**src/rtl/assert_macros.svh**
```systemverilog
// Assertion macros shared by the RTL files.
// Each macro takes a label, a property or condition and a message string.
`ifndef ASSERT_MACROS_SVH
`define ASSERT_MACROS_SVH

`ifndef ASSERT_OFF

// Concurrent property checked on every rising clock edge outside reset.
`define ASSERT_PROP(lbl, prop, msg) \
  lbl: assert property (@(posedge clk_i) disable iff (!rst_ni) (prop)) else $error(msg);

// Condition that must never hold outside reset.
`define ASSERT_NEVER(lbl, cond, msg) \
  lbl: assert property (@(posedge clk_i) disable iff (!rst_ni) !(cond)) else $error(msg);

`else

`define ASSERT_PROP(lbl, prop, msg)
`define ASSERT_NEVER(lbl, cond, msg)

`endif

`endif

```
**src/rtl/cbs_pkg.sv**
```systemverilog
`timescale 1ns / 1ps

package cbs_pkg;

  // Field and register widths.
  localparam int unsigned TB_W    = 21;
  localparam int unsigned KCB_W   = 14;
  localparam int unsigned IDX_W   = 9;
  localparam int unsigned CRC_W   = 24;
  localparam int unsigned CNT_W   = 5;

  // Shared divider: dividend covers B + 24*C, divisor covers Kcb - 24 and C.
  localparam int unsigned DVD_W   = 22;
  localparam int unsigned DVS_W   = 14;

  localparam int unsigned DEF_MAX_TB_BITS = 1048576;

  localparam logic [CRC_W-1:0] CRC_POLY   = 24'h800063;
  localparam logic [IDX_W-1:0] MAX_BLOCKS = 9'd511;
  localparam logic [KCB_W-1:0] MIN_KCB    = 14'd40;
  localparam logic [KCB_W-1:0] CRC_LEN    = 14'd24;

  localparam logic [TB_W-1:0]  TB_BITS_RST  = 21'd1;
  localparam logic [KCB_W-1:0] MAX_BLK_RST  = 14'd8448;

  // Configuration register indexes.
  localparam logic CFG_TB_BITS   = 1'b0;
  localparam logic CFG_MAX_BLOCK = 1'b1;

  typedef enum logic [2:0] {
    S_IDLE,
    S_DIVC,
    S_SETK,
    S_DIVK,
    S_STEP,
    S_CRC
  } state_e;

  typedef struct packed {
    logic busy;
    logic done;
  } div_stat_t;

endpackage

```
**src/rtl/cbs_divider.sv**
```systemverilog
`timescale 1ns / 1ps
`include "assert_macros.svh"

// Restoring divider, one quotient bit per cycle.
module cbs_divider (
  input  logic                            clk_i,
  input  logic                            rst_ni,
  input  logic                            start_i,
  input  logic [cbs_pkg::DVD_W-1:0]       dividend_i,
  input  logic [cbs_pkg::DVS_W-1:0]       divisor_i,
  output logic [cbs_pkg::DVD_W-1:0]       quotient_o,
  output logic [cbs_pkg::DVS_W-1:0]       remainder_o,
  output cbs_pkg::div_stat_t              stat_o
);

  localparam logic [cbs_pkg::CNT_W-1:0] LastIter = cbs_pkg::CNT_W'(cbs_pkg::DVD_W - 1);

  logic                        busy_q, busy_d;
  logic                        done_q, done_d;
  logic [cbs_pkg::CNT_W-1:0]   cnt_q, cnt_d;
  logic [cbs_pkg::DVD_W-1:0]   dvd_q, dvd_d;
  logic [cbs_pkg::DVS_W-1:0]   rem_q, rem_d;
  logic [cbs_pkg::DVS_W-1:0]   dvs_q, dvs_d;
  logic [cbs_pkg::DVS_W:0]     partial;
  logic [cbs_pkg::DVS_W+1:0]   diff;

  always_comb begin
    busy_d  = busy_q;
    done_d  = 1'b0;
    cnt_d   = cnt_q;
    dvd_d   = dvd_q;
    rem_d   = rem_q;
    dvs_d   = dvs_q;
    partial = {rem_q, dvd_q[cbs_pkg::DVD_W-1]};
    diff    = {1'b0, partial} - {2'b00, dvs_q};
    if (start_i) begin
      busy_d = 1'b1;
      cnt_d  = '0;
      dvd_d  = dividend_i;
      rem_d  = '0;
      dvs_d  = divisor_i;
    end else if (busy_q) begin
      // A negative trial difference keeps the shifted remainder.
      if (diff[cbs_pkg::DVS_W+1]) begin
        rem_d = partial[cbs_pkg::DVS_W-1:0];
      end else begin
        rem_d = diff[cbs_pkg::DVS_W-1:0];
      end
      dvd_d = {dvd_q[cbs_pkg::DVD_W-2:0], ~diff[cbs_pkg::DVS_W+1]};
      cnt_d = cnt_q + 1'b1;
      if (cnt_q == LastIter) begin
        busy_d = 1'b0;
        done_d = 1'b1;
      end
    end
  end

  always_ff @(posedge clk_i or negedge rst_ni) begin
    if (!rst_ni) begin
      busy_q <= 1'b0;
      done_q <= 1'b0;
      cnt_q  <= '0;
    end else begin
      busy_q <= busy_d;
      done_q <= done_d;
      cnt_q  <= cnt_d;
    end
  end

  always_ff @(posedge clk_i) begin
    dvd_q <= dvd_d;
    rem_q <= rem_d;
    dvs_q <= dvs_d;
  end

  assign quotient_o  = dvd_q;
  assign remainder_o = rem_q;
  assign stat_o.busy = busy_q;
  assign stat_o.done = done_q;

  `ASSERT_NEVER(div_start_busy_a, start_i && busy_q, "divider started while busy")
  `ASSERT_PROP(div_done_pulse_a, done_q |=> !done_q, "divider done held for two cycles")
  `ASSERT_NEVER(div_done_busy_a, done_q && busy_q, "divider done while still busy")

endmodule

```
**src/rtl/code_block_segmenter_crc24b_core.sv**
```systemverilog
`timescale 1ns / 1ps
`include "assert_macros.svh"

// Code block segmenter with per-block CRC24B. Transport block bits enter one
// beat at a time and leave as code block bits, each tagged with its block
// index, the block length K, block and transport block end flags, and on the
// first bit of block 0 the number of filler bits that are not sent. When the
// transport block needs more than one code block, each block is closed by 24
// CRC24B beats (polynomial 0x800063, MSB first, zero start). A bit that is
// not the first of a transport block goes straight to the output register.
// The first bit of a transport block that fits one code block is latched and
// sent from a step state; one that must be segmented waits on the shared
// restoring divider, which runs once for the block count C and once for K.
// Closing a segmented block sends the CRC beats through the output register.
// The input stalls until the block is back in idle. Sizes are latched on the
// first bit; the end test follows the live transport block size.
module code_block_segmenter_crc24b_core #(
  parameter int unsigned MAX_TB_BITS = cbs_pkg::DEF_MAX_TB_BITS
) (
  input  logic                          clk_i,
  input  logic                          rst_ni,
  // Configuration write port.
  input  logic                          cfg_we_i,
  input  logic                          cfg_index_i,
  input  logic [cbs_pkg::TB_W-1:0]      cfg_data_i,
  // Input channel.
  input  logic                          in_valid_i,
  output logic                          in_stall_o,
  input  logic                          tb_bit_i,
  // Output channel.
  output logic                          out_valid_o,
  input  logic                          out_stall_i,
  output logic                          out_bit_o,
  output logic                          is_crc_o,
  output logic [cbs_pkg::IDX_W-1:0]     block_index_o,
  output logic [cbs_pkg::IDX_W-1:0]     filler_before_o,
  output logic [cbs_pkg::KCB_W-1:0]     block_length_o,
  output logic                          block_end_o,
  output logic                          tb_end_o
);

  localparam int unsigned SEEN_W = $clog2(MAX_TB_BITS + 1);
  localparam logic [cbs_pkg::DVD_W-1:0] MaxTb = cbs_pkg::DVD_W'(MAX_TB_BITS);
  localparam logic [cbs_pkg::CNT_W-1:0] CrcLast = cbs_pkg::CNT_W'(cbs_pkg::CRC_W - 1);

  // Configuration registers.
  logic [cbs_pkg::TB_W-1:0]   tb_bits_q;
  logic [cbs_pkg::KCB_W-1:0]  max_blk_q;

  // Sequencer and segmentation state.
  cbs_pkg::state_e            state_q, state_d;
  logic [SEEN_W-1:0]          seen_q, seen_d;
  logic [cbs_pkg::IDX_W-1:0]  cur_q, cur_d;
  logic [cbs_pkg::KCB_W-1:0]  bib_q, bib_d;
  logic [cbs_pkg::CRC_W-1:0]  crc_q, crc_d;
  logic [cbs_pkg::IDX_W-1:0]  nblk_q, nblk_d;
  logic [cbs_pkg::KCB_W-1:0]  klen_q, klen_d;
  logic [cbs_pkg::IDX_W-1:0]  fill_q, fill_d;
  logic [cbs_pkg::CNT_W-1:0]  cnt_q, cnt_d;
  logic                       tbdone_q, tbdone_d;
  logic                       bit_q, bit_d;
  logic [cbs_pkg::DVD_W-1:0]  size_q, size_d;

  // Output register.
  logic                       out_valid_q, out_valid_d;
  logic                       ob_bit_q, ob_bit_d;
  logic                       ob_crc_q, ob_crc_d;
  logic [cbs_pkg::IDX_W-1:0]  ob_idx_q, ob_idx_d;
  logic [cbs_pkg::IDX_W-1:0]  ob_fill_q, ob_fill_d;
  logic [cbs_pkg::KCB_W-1:0]  ob_len_q, ob_len_d;
  logic                       ob_bend_q, ob_bend_d;
  logic                       ob_tend_q, ob_tend_d;
  logic                       out_load;

  // Divider hookup.
  logic                       div_start;
  logic [cbs_pkg::DVD_W-1:0]  div_dvd;
  logic [cbs_pkg::DVS_W-1:0]  div_dvs;
  logic [cbs_pkg::DVD_W-1:0]  div_quo;
  logic [cbs_pkg::DVS_W-1:0]  div_rem;
  cbs_pkg::div_stat_t         div_stat;

  // Combinational helpers.
  logic                       slot_free;
  logic [cbs_pkg::DVD_W-1:0]  tb_ext, size_live;
  logic [cbs_pkg::KCB_W-1:0]  kcb_eff;
  logic [cbs_pkg::DVD_W-1:0]  c_full, k_full, bp;
  logic [cbs_pkg::KCB_W-1:0]  k_trunc, p_len, fill_ext;
  logic [cbs_pkg::IDX_W-1:0]  f_raw;
  logic                       do_step, step_bit, multi;
  logic                       fb, tb_done, blk_done;
  logic [cbs_pkg::CRC_W-1:0]  crc_next;
  logic [SEEN_W-1:0]          seen_n;
  logic [cbs_pkg::KCB_W-1:0]  bib_n, payload, target;

  cbs_divider u_div (
    .clk_i       (clk_i),
    .rst_ni      (rst_ni),
    .start_i     (div_start),
    .dividend_i  (div_dvd),
    .divisor_i   (div_dvs),
    .quotient_o  (div_quo),
    .remainder_o (div_rem),
    .stat_o      (div_stat)
  );

  assign slot_free = !out_valid_q || !out_stall_i;

  // Effective sizes: zero acts as one, oversize saturates, small Kcb acts as 40.
  assign tb_ext    = {1'b0, tb_bits_q};
  assign size_live = (tb_ext == '0) ? cbs_pkg::DVD_W'(1) :
                     ((tb_ext > MaxTb) ? MaxTb : tb_ext);
  assign kcb_eff   = (max_blk_q < cbs_pkg::MIN_KCB) ? cbs_pkg::MIN_KCB : max_blk_q;

  // B' = B + 24*C, with the multiply by 24 done as two shifts.
  assign bp = size_q + cbs_pkg::DVD_W'({nblk_q, 4'b0000})
                     + cbs_pkg::DVD_W'({nblk_q, 3'b000});

  // Ceiling from the floor quotient and a nonzero remainder.
  assign c_full   = div_quo + cbs_pkg::DVD_W'(div_rem != '0);
  assign k_full   = div_quo + cbs_pkg::DVD_W'(div_rem != '0);
  assign k_trunc  = k_full[cbs_pkg::KCB_W-1:0];
  assign p_len    = k_trunc - cbs_pkg::CRC_LEN;
  // C*K - B' is C minus the remainder, or zero when the division is exact.
  assign f_raw    = (div_rem == '0) ? '0 : (nblk_q - div_rem[cbs_pkg::IDX_W-1:0]);
  assign fill_ext = {{(cbs_pkg::KCB_W - cbs_pkg::IDX_W){1'b0}}, fill_q};

  // One bit of segmentation: CRC update, counters and end tests.
  assign multi    = nblk_q > cbs_pkg::IDX_W'(1);
  assign payload  = multi ? (klen_q - cbs_pkg::CRC_LEN) : klen_q;
  assign target   = payload - ((cur_q == '0) ? fill_ext : '0);
  assign step_bit = (state_q == cbs_pkg::S_STEP) ? bit_q : tb_bit_i;
  assign fb       = crc_q[cbs_pkg::CRC_W-1] ^ step_bit;
  assign crc_next = {crc_q[cbs_pkg::CRC_W-2:0], 1'b0} ^ (fb ? cbs_pkg::CRC_POLY : '0);
  assign seen_n   = seen_q + 1'b1;
  assign bib_n    = bib_q + 1'b1;
  assign tb_done  = cbs_pkg::DVD_W'(seen_n) >= size_live;
  assign blk_done = tb_done || (bib_n >= target);

  always_comb begin
    state_d     = state_q;
    seen_d      = seen_q;
    cur_d       = cur_q;
    bib_d       = bib_q;
    crc_d       = crc_q;
    nblk_d      = nblk_q;
    klen_d      = klen_q;
    fill_d      = fill_q;
    cnt_d       = cnt_q;
    tbdone_d    = tbdone_q;
    bit_d       = bit_q;
    size_d      = size_q;
    in_stall_o  = 1'b1;
    div_start   = 1'b0;
    div_dvd     = size_q;
    div_dvs     = kcb_eff - cbs_pkg::CRC_LEN;
    do_step     = 1'b0;
    out_load    = 1'b0;
    ob_bit_d    = ob_bit_q;
    ob_crc_d    = ob_crc_q;
    ob_idx_d    = ob_idx_q;
    ob_fill_d   = ob_fill_q;
    ob_len_d    = ob_len_q;
    ob_bend_d   = ob_bend_q;
    ob_tend_d   = ob_tend_q;

    case (state_q)
      cbs_pkg::S_IDLE: begin
        in_stall_o = !slot_free;
        if (in_valid_i && slot_free) begin
          if (seen_q == '0) begin
            // First bit of a transport block: latch the segmentation.
            bit_d  = tb_bit_i;
            size_d = size_live;
            cur_d  = '0;
            bib_d  = '0;
            crc_d  = '0;
            if (size_live <= cbs_pkg::DVD_W'(kcb_eff)) begin
              nblk_d  = cbs_pkg::IDX_W'(1);
              klen_d  = size_live[cbs_pkg::KCB_W-1:0];
              fill_d  = '0;
              state_d = cbs_pkg::S_STEP;
            end else begin
              div_start = 1'b1;
              div_dvd   = size_live;
              state_d   = cbs_pkg::S_DIVC;
            end
          end else begin
            do_step = 1'b1;
          end
        end
      end
      cbs_pkg::S_DIVC: begin
        if (div_stat.done) begin
          nblk_d  = (c_full > cbs_pkg::DVD_W'(cbs_pkg::MAX_BLOCKS)) ?
                    cbs_pkg::MAX_BLOCKS : c_full[cbs_pkg::IDX_W-1:0];
          state_d = cbs_pkg::S_SETK;
        end
      end
      cbs_pkg::S_SETK: begin
        div_start = 1'b1;
        div_dvd   = bp;
        div_dvs   = cbs_pkg::DVS_W'(nblk_q);
        state_d   = cbs_pkg::S_DIVK;
      end
      cbs_pkg::S_DIVK: begin
        if (div_stat.done) begin
          klen_d = k_trunc;
          // Block 0 always keeps at least one payload bit.
          if ({{(cbs_pkg::KCB_W - cbs_pkg::IDX_W){1'b0}}, f_raw} >= p_len) begin
            fill_d = cbs_pkg::IDX_W'(p_len - 1'b1);
          end else begin
            fill_d = f_raw;
          end
          state_d = cbs_pkg::S_STEP;
        end
      end
      cbs_pkg::S_STEP: begin
        if (slot_free) begin
          do_step = 1'b1;
        end
      end
      cbs_pkg::S_CRC: begin
        if (slot_free) begin
          out_load  = 1'b1;
          ob_bit_d  = crc_q[cbs_pkg::CRC_W-1];
          ob_crc_d  = 1'b1;
          ob_idx_d  = cur_q;
          ob_fill_d = '0;
          ob_len_d  = klen_q;
          ob_bend_d = (cnt_q == '0);
          ob_tend_d = (cnt_q == '0) && tbdone_q;
          // Shifting out all 24 bits leaves the register at zero.
          crc_d     = {crc_q[cbs_pkg::CRC_W-2:0], 1'b0};
          cnt_d     = cnt_q - 1'b1;
          if (cnt_q == '0) begin
            cur_d   = cur_q + 1'b1;
            state_d = cbs_pkg::S_IDLE;
          end
        end
      end
      default: begin
        state_d = cbs_pkg::S_IDLE;
      end
    endcase

    if (do_step) begin
      out_load  = 1'b1;
      ob_bit_d  = step_bit;
      ob_crc_d  = 1'b0;
      ob_idx_d  = cur_q;
      ob_fill_d = ((cur_q == '0) && (bib_q == '0)) ? fill_q : '0;
      ob_len_d  = klen_q;
      ob_bend_d = blk_done && !multi;
      ob_tend_d = tb_done && !multi;
      seen_d    = tb_done ? '0 : seen_n;
      state_d   = cbs_pkg::S_IDLE;
      if (blk_done && multi) begin
        // Keep the block index until the last CRC beat has gone.
        crc_d    = crc_next;
        bib_d    = '0;
        tbdone_d = tb_done;
        cnt_d    = CrcLast;
        state_d  = cbs_pkg::S_CRC;
      end else if (blk_done) begin
        crc_d = '0;
        bib_d = '0;
        cur_d = cur_q + 1'b1;
      end else begin
        crc_d = crc_next;
        bib_d = bib_n;
      end
    end

    if (out_load) begin
      out_valid_d = 1'b1;
    end else if (!out_stall_i) begin
      out_valid_d = 1'b0;
    end else begin
      out_valid_d = out_valid_q;
    end
  end

  always_ff @(posedge clk_i or negedge rst_ni) begin
    if (!rst_ni) begin
      tb_bits_q <= cbs_pkg::TB_BITS_RST;
      max_blk_q <= cbs_pkg::MAX_BLK_RST;
    end else if (cfg_we_i) begin
      case (cfg_index_i)
        cbs_pkg::CFG_TB_BITS:   tb_bits_q <= cfg_data_i;
        cbs_pkg::CFG_MAX_BLOCK: max_blk_q <= cfg_data_i[cbs_pkg::KCB_W-1:0];
        default: begin
          tb_bits_q <= tb_bits_q;
        end
      endcase
    end
  end

  always_ff @(posedge clk_i or negedge rst_ni) begin
    if (!rst_ni) begin
      state_q     <= cbs_pkg::S_IDLE;
      seen_q      <= '0;
      cur_q       <= '0;
      bib_q       <= '0;
      crc_q       <= '0;
      nblk_q      <= '0;
      klen_q      <= '0;
      fill_q      <= '0;
      cnt_q       <= '0;
      tbdone_q    <= 1'b0;
      out_valid_q <= 1'b0;
    end else begin
      state_q     <= state_d;
      seen_q      <= seen_d;
      cur_q       <= cur_d;
      bib_q       <= bib_d;
      crc_q       <= crc_d;
      nblk_q      <= nblk_d;
      klen_q      <= klen_d;
      fill_q      <= fill_d;
      cnt_q       <= cnt_d;
      tbdone_q    <= tbdone_d;
      out_valid_q <= out_valid_d;
    end
  end

  always_ff @(posedge clk_i) begin
    bit_q     <= bit_d;
    size_q    <= size_d;
    ob_bit_q  <= ob_bit_d;
    ob_crc_q  <= ob_crc_d;
    ob_idx_q  <= ob_idx_d;
    ob_fill_q <= ob_fill_d;
    ob_len_q  <= ob_len_d;
    ob_bend_q <= ob_bend_d;
    ob_tend_q <= ob_tend_d;
  end

  assign out_valid_o     = out_valid_q;
  assign out_bit_o       = ob_bit_q;
  assign is_crc_o        = ob_crc_q;
  assign block_index_o   = ob_idx_q;
  assign filler_before_o = ob_fill_q;
  assign block_length_o  = ob_len_q;
  assign block_end_o     = ob_bend_q;
  assign tb_end_o        = ob_tend_q;

  `ASSERT_PROP(crc_needs_multi_a, (state_q == cbs_pkg::S_CRC) |-> multi, "CRC beats with one block")
  `ASSERT_PROP(tb_end_closes_a, (out_valid_q && ob_tend_q) |-> ob_bend_q, "tb_end without block_end")
  `ASSERT_NEVER(fill_place_a, out_valid_q && (ob_fill_q != '0) && (ob_crc_q || (ob_idx_q != '0)),
                "filler count outside the first bit of block 0")
  `ASSERT_PROP(div_done_state_a,
               div_stat.done |-> (state_q == cbs_pkg::S_DIVC || state_q == cbs_pkg::S_DIVK),
               "divider finished outside a divide state")

endmodule

```
**config.mk**
```make
export PLATFORM = sky130hd
export DESIGN_NAME = code_block_segmenter_crc24b_core
export DESIGN_NICKNAME = d
export VERILOG_FILES = /design/src/rtl/cbs_pkg.sv /design/src/rtl/cbs_divider.sv /design/src/rtl/code_block_segmenter_crc24b_core.sv
export VERILOG_INCLUDE_DIRS = /design/src /design/src/rtl
export SDC_FILE = /design/constraint.sdc
export NUM_CORES = 1
export LEC_CHECK = 0
export ABC_CLOCK_PERIOD_IN_PS = 7500
export BUFFER_PORTS_ARGS = -buffer_cell sky130_fd_sc_hd__buf_2
export CAP_MARGIN = 20
export CORE_ASPECT_RATIO = 0.9
export CORE_MARGIN = 2
export CORE_UTILIZATION = 30
export DETAILED_ROUTE_END_ITERATION = 8
export SYNTH_ARGS = -nofsm -noshare
export SYNTH_HDL_FRONTEND = slang
export SYNTH_SLANG_ARGS = --single-unit
export TNS_END_PERCENT = 100
```
**constraint.sdc**
```tcl
create_clock -name clk_i -period 7.5 [get_ports clk_i]
set_input_delay 1.5 -clock clk_i [delete_from_list [all_inputs] [get_ports clk_i]]
set_output_delay 1.5 -clock clk_i [all_outputs]
set_load 0.01 [all_outputs]
```
Word-level counts from Yosys, hierarchy flattened
Index checks and enable logic that the tools add are counted.

word-level totals
  input bits = 28
  output and inout port bits = 38
  logic and storage cells = 224
  register bits = 261

operators by class
  magnitude comparators = 8
  multiplexer cells = 109
  reduce and logical (&&, ||, !) cells = 40
  add/subtract/negate cells = 15
  bitwise logic cells = 4
  equality and inequality tests = 19

operator list
  kind                     count
  $mux W9                  27
  $mux W14                 16
  $mux W24                 7
  $mux W22                 5
  $mux W21                 3
  $pmux W9 S2              3
  $pmux W24 S2             1
  $pmux W22 S2             1
  $sub A14 B5 Y14 const B  3
  $mux W5                  6
  $logic_not A14 Y1        2
  $pmux W14 S2             1
  $mux W1                  27
  $mux W3                  9
  $xor A24 B24 Y24         1
  $add A22 B1 Y22          1
  $add A22 B12 Y22         1
  $add A22 B13 Y22         1
  $gt A22 B9 Y1 const B    1
  $logic_not A22 Y1        1
  $add A21 B1 Y21 const B  1
  $ge A21 B21 Y1           1
  $gt A21 B21 Y1 const B   1
  $le A21 B14 Y1           1
  other kinds (39)         74

Longest topological paths before layout
Gate-level depths: netlist of the first run.

  word-level depth = 9
  depth in mapped cells = 25
  mapped depth without buffers = 24

Modules after synthesis
A second synthesis of the first run with hierarchy kept.

second synthesis, totals
  cells, all modules = 1729
  area, all modules = 16978.8 um2

modules (own cells, without submodules)
  module                            instances  area each (um2)  cells an instance  sequential area each (um2)
  code_block_segmenter_crc24b_core  1          13850.8          1453               5363.9
  cbs_divider                       1          3128.0           276                1536.5

Least setup slack after synthesis of the first run
Ideal clock, no wire load.

  path type = reg-to-reg
  start point = reg nblk_q[1] (netlist bit)
  end point = reg crc_q[13] (netlist bit)
  data arrival time = 5.139 ns
  cell stages (with the launch flop) = 26
  library setup time = 0.121 ns
  clock period less this slack = 5.260 ns
  buffers on the path = 2
  data required time = 7.379 ns
  setup slack = 2.240 ns
  cells stage by stage = dfrtp_1 > inv_1 > ha_1 > nor2b_1 > o21ai_0 > a21oi_1 > nor2_1 > mux2_2 > ha_1 > inv_1 > a21oi_1 > o311a_1 > o21ai_0 > a21boi_0 > nor4_1 > xor2_1 > ha_1 > nand4_1 > nor4_1 > a211oi_1 > o31a_1 > clkbuf_1 > a31oi_2 > a21oi_4 > buf_4 > a22o_1

between the ends
  cells in the longest elaborated chain, start to end = 8
  elaborated cells between the ends (all ways) = 9
  those cells by class = add/sub (1); order compare (2); mux (4); reduce/logical (2)

ends and longest elaborated chain
  what                                             RTL line                                                                          source
  start: declaration                               code_block_segmenter_crc24b_core.sv:56                                            logic [cbs_pkg::IDX_W-1:0] nblk_q, nblk_d;
  start signal: assignment                         code_block_segmenter_crc24b_core.sv:318                                           nblk_q <= nblk_d;
  $gt A9 B1 Y1 *                                   code_block_segmenter_crc24b_core.sv:129                                           assign multi = nblk_q > cbs_pkg::IDX_W'(1);
  $mux W14                                         code_block_segmenter_crc24b_core.sv:130                                           assign payload = multi ? (klen_q - cbs_pkg::CRC_LEN) : klen_q;
  $sub A14 B9 Y14                                  code_block_segmenter_crc24b_core.sv:131                                           assign target = payload - ((cur_q == '0) ? fill_ext : '0);
  $ge A14 B14 Y1                                   code_block_segmenter_crc24b_core.sv:138                                           assign blk_done = tb_done || (bib_n >= target);
  $logic_or A1 B1 Y1                               code_block_segmenter_crc24b_core.sv:138
  $mux W24 or $logic_and A1 B1 Y1 (tied branches)  code_block_segmenter_crc24b_core.sv:265, code_block_segmenter_crc24b_core.sv:258
  $mux W24 *                                       code_block_segmenter_crc24b_core.sv:258                                           if (blk_done && multi) begin
  $mux W24 *                                       code_block_segmenter_crc24b_core.sv:247                                           if (do_step) begin
  end signal: assignment                           code_block_segmenter_crc24b_core.sv:317                                           crc_q <= crc_d;
  end: declaration                                 code_block_segmenter_crc24b_core.sv:55                                            logic [cbs_pkg::CRC_W-1:0] crc_q, crc_d;

Mark *: on every way between the ends. The rest lies on a longest branch, timed or not.
A chain may end at the register's enable or synchronous reset.

Final worst setup path of the first run
  start point = reg nblk_q[1] (netlist bit)
  end point = reg cur_q[4] (netlist bit)

between the ends
  cells in the longest elaborated chain, start to end = 8
  elaborated cells between the ends (all ways) = 9
  those cells by class = add/sub (1); order compare (2); mux (4); reduce/logical (2)

ends and longest elaborated chain
  what                                            RTL line                                                                          source
  $gt A9 B1 Y1 *                                  code_block_segmenter_crc24b_core.sv:129
  $mux W14                                        code_block_segmenter_crc24b_core.sv:130
  $sub A14 B9 Y14                                 code_block_segmenter_crc24b_core.sv:131
  $ge A14 B14 Y1                                  code_block_segmenter_crc24b_core.sv:138
  $logic_or A1 B1 Y1                              code_block_segmenter_crc24b_core.sv:138
  $mux W9 or $logic_and A1 B1 Y1 (tied branches)  code_block_segmenter_crc24b_core.sv:265, code_block_segmenter_crc24b_core.sv:258
  $mux W9 *                                       code_block_segmenter_crc24b_core.sv:258
  $mux W9 *                                       code_block_segmenter_crc24b_core.sv:247
  named net cur_d, one bit                        code_block_segmenter_crc24b_core.sv:53                                            logic [cbs_pkg::IDX_W-1:0] cur_q, cur_d;
  end signal: assignment                          code_block_segmenter_crc24b_core.sv:315                                           cur_q <= cur_d;
  end: declaration                                code_block_segmenter_crc24b_core.sv:53

The timed path passes the listed nets; every way through them passes the cells marked *.

==> flow_summary.ini, run 1 <==
[run_status]
result_of_the_run = finished clean

[worst_setup_path]
worst-path-max-fanout = 18
timing.critical_path.arrival_ns = 6.57
setup.reg_to_reg.worst_slack_ns = 1.34
setup.worst_path.class = reg -> reg
timing.rr.end = cur_q[4]
startpoint_type = flip-flop
worstReg2RegStart = nblk_q[1]
r2r.worst_path.cells = 25
worstSetupEndpointType = flip-flop
worstPathRequired_ns = 7.92

[sta]
totalNegativeSetupSlack_ns = 0
final_hold_viol_count = 0
period_minus_slack_ns = 6.155
slew_headroom = 0.3593
worstMarginPinSlew_ns = 0.9477
fin_skew_ns = 0.02276
final_period_util = 0.8207
setup-violations-final = 0
fmax_mhz = 162.5
rsz0062_at_grt = false
timing.final.max_slew_violations = 0
post-route-worst-setup-slack_ns = 1.345

[hold_path]
holdCritStartpoint = klen_q[0]
hold_path_class = reg -> reg
whs_endpoint = block_length_o[0]
min_delay_path_depth = 0

[floorplanning]
floorplan.core_area_mm2 = 0.05463
rows = 81
die-height_um = 227.7
die_x_um = 252.6
initial_utilization = 0.3055
die-area_mm2 = 0.05752
design.portCount = 66

[clock_tree]
clkSinkCount = 260
cts_made_buffers = 28
hold_buffers = 0
clock_root_cell = sky130_fd_sc_hd__clkbuf_16
worst_setup_hold_path_clk_slew_ns = 0.07
cts-resized-gates = 0
worst_skew_pair.late_latency_ns = 0.58
clk_path_buf_depth = 3
cts_setup_buffers = 0
tritoncts = done
deepest_level_of_the_cts_h_tree = 1

[pwr]
power_uw = 8305
p_sw_uw = 3697
combinational_cell_fraction_of_total_power = 0.536
peakVddDrop_mv = 0.2040
cellInternalPower_uw = 4608
pwr-share-clk = 0.171
seqPwrFrac = 0.293
static_leakage_uw = 0.008173
power.density_mw_per_mm2 = 444.6
switching_share = 0.4451

[yosys]
synth_edf_count = 93
post-synth-top-count-cell = sky130_fd_sc_hd__nand2_1
yosys.cell_types.count = 88
synth_area_mm2 = 0.01669
yosys.area.top_type = sky130_fd_sc_hd__dfrtp_1
synth_top_flop_cell = sky130_fd_sc_hd__dfrtp_1
synth_warnings = 0
synthDominantCellAreaShare = 0.2235
synth_fp_nets = 1901
postSynthRegisterBits = 260
main_area_contributors_after_synthesis = sky130_fd_sc_hd__dfrtp_1 22%, sky130_fd_sc_hd__edfxtp_1 17%, sky130_fd_sc_hd__ha_1 9.5%
post_synthesis_mean_instance_area_um2 = 9.623
async_reset_ff_frac = 0.5846
synthesis.instances = 1734
synth_seq_area_share = 0.4135
yosys-top-cells-count = 182 x sky130_fd_sc_hd__nand2_1, 149 x sky130_fd_sc_hd__dfrtp_1, 127 x sky130_fd_sc_hd__ha_1

[route]
drt-pass1-iter-count = 5
wl_per_cell_um = 18.13
route.antenna.remaining_nets = 0
total_number_of_vias = 13410
remaining_drc_errors = 0
drt-total-wl_um = 45440
route.detailed.vias_per_inst = 5.350
detailedRoute.firstIterationViolations = 1150

[global_routing]
number_of_antenna_violations_at_the_first_check_in_global_routing = 2
grt_start_max_net_pins = 86
grt_overflow = 0
grt_usage = 0.1570
via_count_of_the_first_global_routing_pass = 13020
global_route_wire_length_before_repair_um = 73020

[placement]
gp_congestion = 0.8885
place_hpwl_um = 33960
portbufs = 65
post-place-ws_ns = 1.447

[final_layout]
nNetsFinal = 1945
post_route_cells_drive_above_1_share = 0.1078
syn_to_final_growth_pct = 11.96

[flow_run]
max_cap_violations = 0
## power groups by stage
stage / sequential [uW] / combinational, uW / clock, uW
6_report: 2430 / 4450 / 1420
3_3_place_gp: 2440 / 4270 / 0
3_5_place_dp: 2460 / 4390 / 0
5_1_grt: 2500 / 5010 / 1500
2_1_floorplan: 2250 / 3400 / 0
4_1_cts: 2430 / 4420 / 1460
## routing by layer
| metal | global-route usage | wire, um |
|---|---|---|
| met3 | 0.02371 | 3034 |
| met1 | 0.2326 | 21800 |
| met2 | 0.2348 | 19350 |
| met5 | 0 | 0 |
| met4 | 0.04586 | 1261 |
## area by class of cell
type	instances	area (um^2)
Antenna cell	1	2.502
Clock buffer	40	775.7
Clock inverter	12	148.9
Fill cell	5455	35940
Inverter	123	461.7
Multi-Input combinational cell	1285	9050
Sequential cell	260	6900
Tap cell	705	882.1
Timing Repair Buffer	80	460.4
## critical path, stage by stage (launching register included)
cell	delay (ns)
sky130_fd_sc_hd__dfrtp_1	0.55
sky130_fd_sc_hd__inv_1	0.12
sky130_fd_sc_hd__ha_1	0.20
sky130_fd_sc_hd__nor2b_1	0.12
sky130_fd_sc_hd__o21ai_0	0.14
sky130_fd_sc_hd__a21oi_1	0.20
sky130_fd_sc_hd__nor2_1	0.54
sky130_fd_sc_hd__mux2_2	0.41
sky130_fd_sc_hd__ha_1	0.31
sky130_fd_sc_hd__inv_1	0.08
sky130_fd_sc_hd__a21oi_1	0.06
sky130_fd_sc_hd__o311a_1	0.32
sky130_fd_sc_hd__o21ai_0	0.20
sky130_fd_sc_hd__a21boi_0	0.18
sky130_fd_sc_hd__nor4_1	0.32
sky130_fd_sc_hd__xor2_1	0.13
sky130_fd_sc_hd__ha_1	0.31
sky130_fd_sc_hd__nand4_1	0.10
sky130_fd_sc_hd__nor4_1	0.30
sky130_fd_sc_hd__a211oi_1	0.09
sky130_fd_sc_hd__o31a_1	0.12
sky130_fd_sc_hd__buf_4	0.21
sky130_fd_sc_hd__a31oi_2	0.55
sky130_fd_sc_hd__o2111ai_1	0.21
sky130_fd_sc_hd__xor2_1	0.17
sky130_fd_sc_hd__nor2_1	0.05
## worst max-delay path by stage
stage,start,to,cells after the start
after floorplan,nblk_q[1],crc_q[13],25
after global placement,nblk_q[1],crc_q[10],24
after detailed placement,nblk_q[1],cur_q[4],25
after CTS,nblk_q[1],cur_q[4],25
after global routing,nblk_q[1],cur_q[4],25
final,nblk_q[1],cur_q[4],25
## cells by family (layout without fill, tap and decap cells)
group / Yosys count / in the layout / share of synthesized area
compound gates: 396 / 396 / 0.1641
xor+xnor: 122 / 122 / 0.06449
other cells: 0 / 1 / 0
fa+ha+maj: 139 / 139 / 0.1096
buf+inv: 189 / 255 / 0.04454
flops: 260 / 260 / 0.4135
mux: 50 / 50 / 0.03277
simple gates: 578 / 578 / 0.1710
## metrics by stage
stage                     hold WS [ns]  area (um^2)  std cells  utilization
final                           0.4691        18680       2506       0.3420
after detailed placement        0.4377        17710       2449       0.3242
after global placement          0.4590        17710       2449       0.3242
after floorplan                 0.4249        16690       1734            -
after global routing            0.4718        18680       2506       0.3420
after CTS                       0.4701        18630       2501       0.3411
## flip-flops by register name, indices dropped and copies added, names as in the netlist, 3 cells and up
name and flops:
u_div.dvs_q 14, u_div.remainder_o 14, max_blk_q 14, filler_before_o 9, klen_q 14, crc_q 24, state_q 3, block_length_o 14
u_div.quotient_o 22, bib_q 14, cur_q 9, tb_bits_q 21, u_div.cnt_q 5, fill_q 9, block_index_o 9, size_q 21
cnt_q 5, seen_q 21, nblk_q 9
## cell usage in the layout (no fill, tap or decap), drive strengths merged, types with 18 or more instances in the layout
cell type and instances:
and2 24, nand2 183, edfxtp 93, and3 28
nor4 24, dfrtp 149, xor2 55, nand3 53
inv 123, o22ai 26, nor3 42, a21oi 70
clkbuf 40, a22o 21, o21ai 102, mux2 37
nor2 122, ha 127, xnor2 67, buf 80
nand4 23, a21o 18, nor2b 21
Power figures use the tool's default switching activity.
==> run 2, diff against run 1 <==
--- a/config.mk
+++ b/config.mk
@@ -6,7 +6,7 @@
 export SDC_FILE = /design/constraint.sdc
 export NUM_CORES = 1
 export LEC_CHECK = 0
-export ABC_CLOCK_PERIOD_IN_PS = 7500
+export ABC_CLOCK_PERIOD_IN_PS = 5380
 export BUFFER_PORTS_ARGS = -buffer_cell sky130_fd_sc_hd__buf_2
 export CAP_MARGIN = 20
 export CORE_ASPECT_RATIO = 0.9
==> constraint.sdc (replaced) <==
create_clock -name clk_i -period 5.38 [get_ports clk_i]
set_input_delay 1.076 -clock clk_i [delete_from_list [all_inputs] [get_ports clk_i]]
set_output_delay 1.076 -clock clk_i [all_outputs]
set_load 0.01 [all_outputs]
==> run 2 against run 1 <==
Net effect: critical path depth down 3; worst hold slack worse by 0.0094 ns; critical path type unchanged; clock power is 32% higher; sequential cell count stayed put; largest cell class unchanged.
==> flow_summary.ini, run 2 (synthesis gave the netlist of run 1 again) <==
[run_status]
result_of_the_run = finished clean

[worst_setup_path]
timing.critical_path.arrival_ns = 5.52
crit_top_cell = sky130_fd_sc_hd__ha_1
slowest_delay_ns = 0.43
cpMaxStageDelayCell = sky130_fd_sc_hd__dfrtp_1
worst-path-max-fanout = 19
startpoint_type = flip-flop
worstSetupEndpointType = flip-flop
worstPathRequired_ns = 5.83
worstPathCellList = nor4_1 > and4b_2 > and2_1 > ha_1 > fa_1 > nor2b_1 > o21ai_0 > a21oi_1 > o311a_1 > o21ai_1 > a21boi_1 > nor4_2 > xor2_1 > ha_1 > nand4_1 > o21bai_1 > o31a_1 > buf_4 > a31oi_4 > a21oi_4 > buf_12 > a22o_1
timing.critical_path.max_delay_family = compound AO/OA/AOI/OAI gates
cp.buffers_inverters = 2
setup.worst_path.class = reg -> reg

[placement]
gp_congestion = 0.8708
place.detailed.instances = 2473
postPlaceCellArea_mm2 = 0.01789
place_hpwl_um = 34190
portbufs = 65

[clock_tree]
cts_made_buffers = 29
clk_path_buf_depth = 3
deepest_level_of_the_cts_h_tree = 1
worst_skew_pair.late_latency_ns = 0.57
worst_setup_hold_path_clk_slew_ns = 0.06
clkSinkCount = 260
hold_buffers = 0
tritoncts = done
clock_root_cell = sky130_fd_sc_hd__clkbuf_16

[route]
wl_per_cell_um = 17.85
route.antenna.remaining_nets = 0
total_number_of_vias = 13310
remaining_drc_errors = 0
detailedRoute.firstIterationViolations = 1162
route.detailed.vias_per_inst = 5.249
drt-pass1-iter-count = 5
drt-total-wl_um = 45260

[floorplanning]
die-height_um = 227.7
die_x_um = 252.6
rows = 81
floorplan.core_area_mm2 = 0.05463
initial_utilization = 0.3055
design.portCount = 66
die-area_mm2 = 0.05752

[pwr]
static_leakage_uw = 0.008334
power.density_mw_per_mm2 = 615.0
power_uw = 11670
peakVddDrop_mv = 0.3505

[sta]
fmax_mhz = 197.2
timing.final.max_slew_violations = 0
fin_skew_ns = 0.01869
setup-violations-final = 0
period_minus_slack_ns = 5.070
slew_headroom = 0.3336
totalNegativeSetupSlack_ns = 0
worstMarginPinSlew_ns = 0.9972
holdWs_ns = 0.4597
final_period_util = 0.9424
final_hold_viol_count = 0

[global_routing]
grt_usage = 0.1569
number_of_antenna_violations_at_the_first_check_in_global_routing = 1
via_count_of_the_first_global_routing_pass = 13060
grt_start_max_net_pins = 78
grt_overflow = 0
global_route_wire_length_before_repair_um = 72820

[final_layout]
antennaDiodeCount = 0
most_common_cell_after_layout_fill_and_taps_aside = sky130_fd_sc_hd__nand2_1
most-common-layout-cells = 181 x sky130_fd_sc_hd__nand2_1, 149 x sky130_fd_sc_hd__dfrtp_1, 127 x sky130_fd_sc_hd__ha_1
final_cell_count_no_fill = 2536
final_cell_area_mm2 = 0.01897
largest-register = crc_q
num-fill-cells = 5445
syn_to_final_growth_pct = 13.67
largest_register_ffs = 24
nNetsFinal = 1975
post_route_cells_drive_above_1_share = 0.1327

[flow_run]
max_cap_violations = 0

[hold_path]
hold_path_class = reg -> reg
run 2: area by class of cell:
type,count,area [um^2],share of cell area
flip-flops and latches,260,6900,0.3638
multi-input cells,1286,9135,0.4816
inverters,123,461.7,0.02434
clock inverters,15,86.33,0.004552
well taps,705,882.1,0.04651
repair buffers,108,694.4,0.03661
clock buffers,39,807.0,0.04255
run 2: metrics by stage:
stage / worst slack, ns / util
after CTS: 0.009481 / 0.3443
after floorplan: 0.1196 / -
after global placement: 0.1697 / 0.3275
after global routing: -0.003610 / 0.3472
after detailed placement: -0.1428 / 0.3275
final: 0.3097 / 0.3472
run 2: routing by layer:
metal	vias up	GRT usage	routed length (um)
li1	6430	-	-
met1	6441	0.2298	21780
met2	368	0.2356	19450
met3	71	0.02565	2769
met4	2	0.04789	1245
met5	-	0	13
run 2: report_power, final:
group | internal, uW | switching, uW | total, uW | leakage (uW)
clock | 1050 | 826 | 1880 | 0.000455
sequential | 2720 | 620 | 3330 | 0.00288
combinational | 2720 | 3730 | 6450 | 0.00499
total | 6480 | 5180 | 11700 | 0.00833
run 2: worst paths after layout:
check                                from                 to  slack [ns]  cells past startpoint
worst max-delay path             cur_q[6]          crc_q[14]        0.31                     22
worst min-delay path            klen_q[0]  block_length_o[0]        0.46                      0
worst max register to register   cur_q[6]          crc_q[14]        0.31                     22
worst min register to register  klen_q[0]  block_length_o[0]        0.46                      0
max in group asynchronous          rst_ni       tb_bits_q[0]        3.75                      2
min in group asynchronous          rst_ni           bib_q[8]        0.58                      1
run 2: what timing repair did:
item,4_1_cts,5_1_grt
cloned,0,1
pin swaps,0,5
gates resized for setup,4,15
buffers inserted,0,6
setup endpoints to repair,32,43
run 2: worst reg2reg max path: stages, from the launching register on:
cell and delay (ns):
sky130_fd_sc_hd__dfrtp_1 0.43, sky130_fd_sc_hd__nor4_1 0.32, sky130_fd_sc_hd__and4b_2 0.35, sky130_fd_sc_hd__and2_1 0.15, sky130_fd_sc_hd__ha_1 0.19, sky130_fd_sc_hd__fa_1 0.22, sky130_fd_sc_hd__nor2b_1 0.06, sky130_fd_sc_hd__o21ai_0 0.22
sky130_fd_sc_hd__a21oi_1 0.14, sky130_fd_sc_hd__o311a_1 0.32, sky130_fd_sc_hd__o21ai_1 0.17, sky130_fd_sc_hd__a21boi_1 0.13, sky130_fd_sc_hd__nor4_2 0.27, sky130_fd_sc_hd__xor2_1 0.11, sky130_fd_sc_hd__ha_1 0.31, sky130_fd_sc_hd__nand4_1 0.15
sky130_fd_sc_hd__o21bai_1 0.20, sky130_fd_sc_hd__o31a_1 0.33, sky130_fd_sc_hd__buf_4 0.17, sky130_fd_sc_hd__a31oi_4 0.29, sky130_fd_sc_hd__a21oi_4 0.06, sky130_fd_sc_hd__buf_12 0.19, sky130_fd_sc_hd__a22o_1 0.18
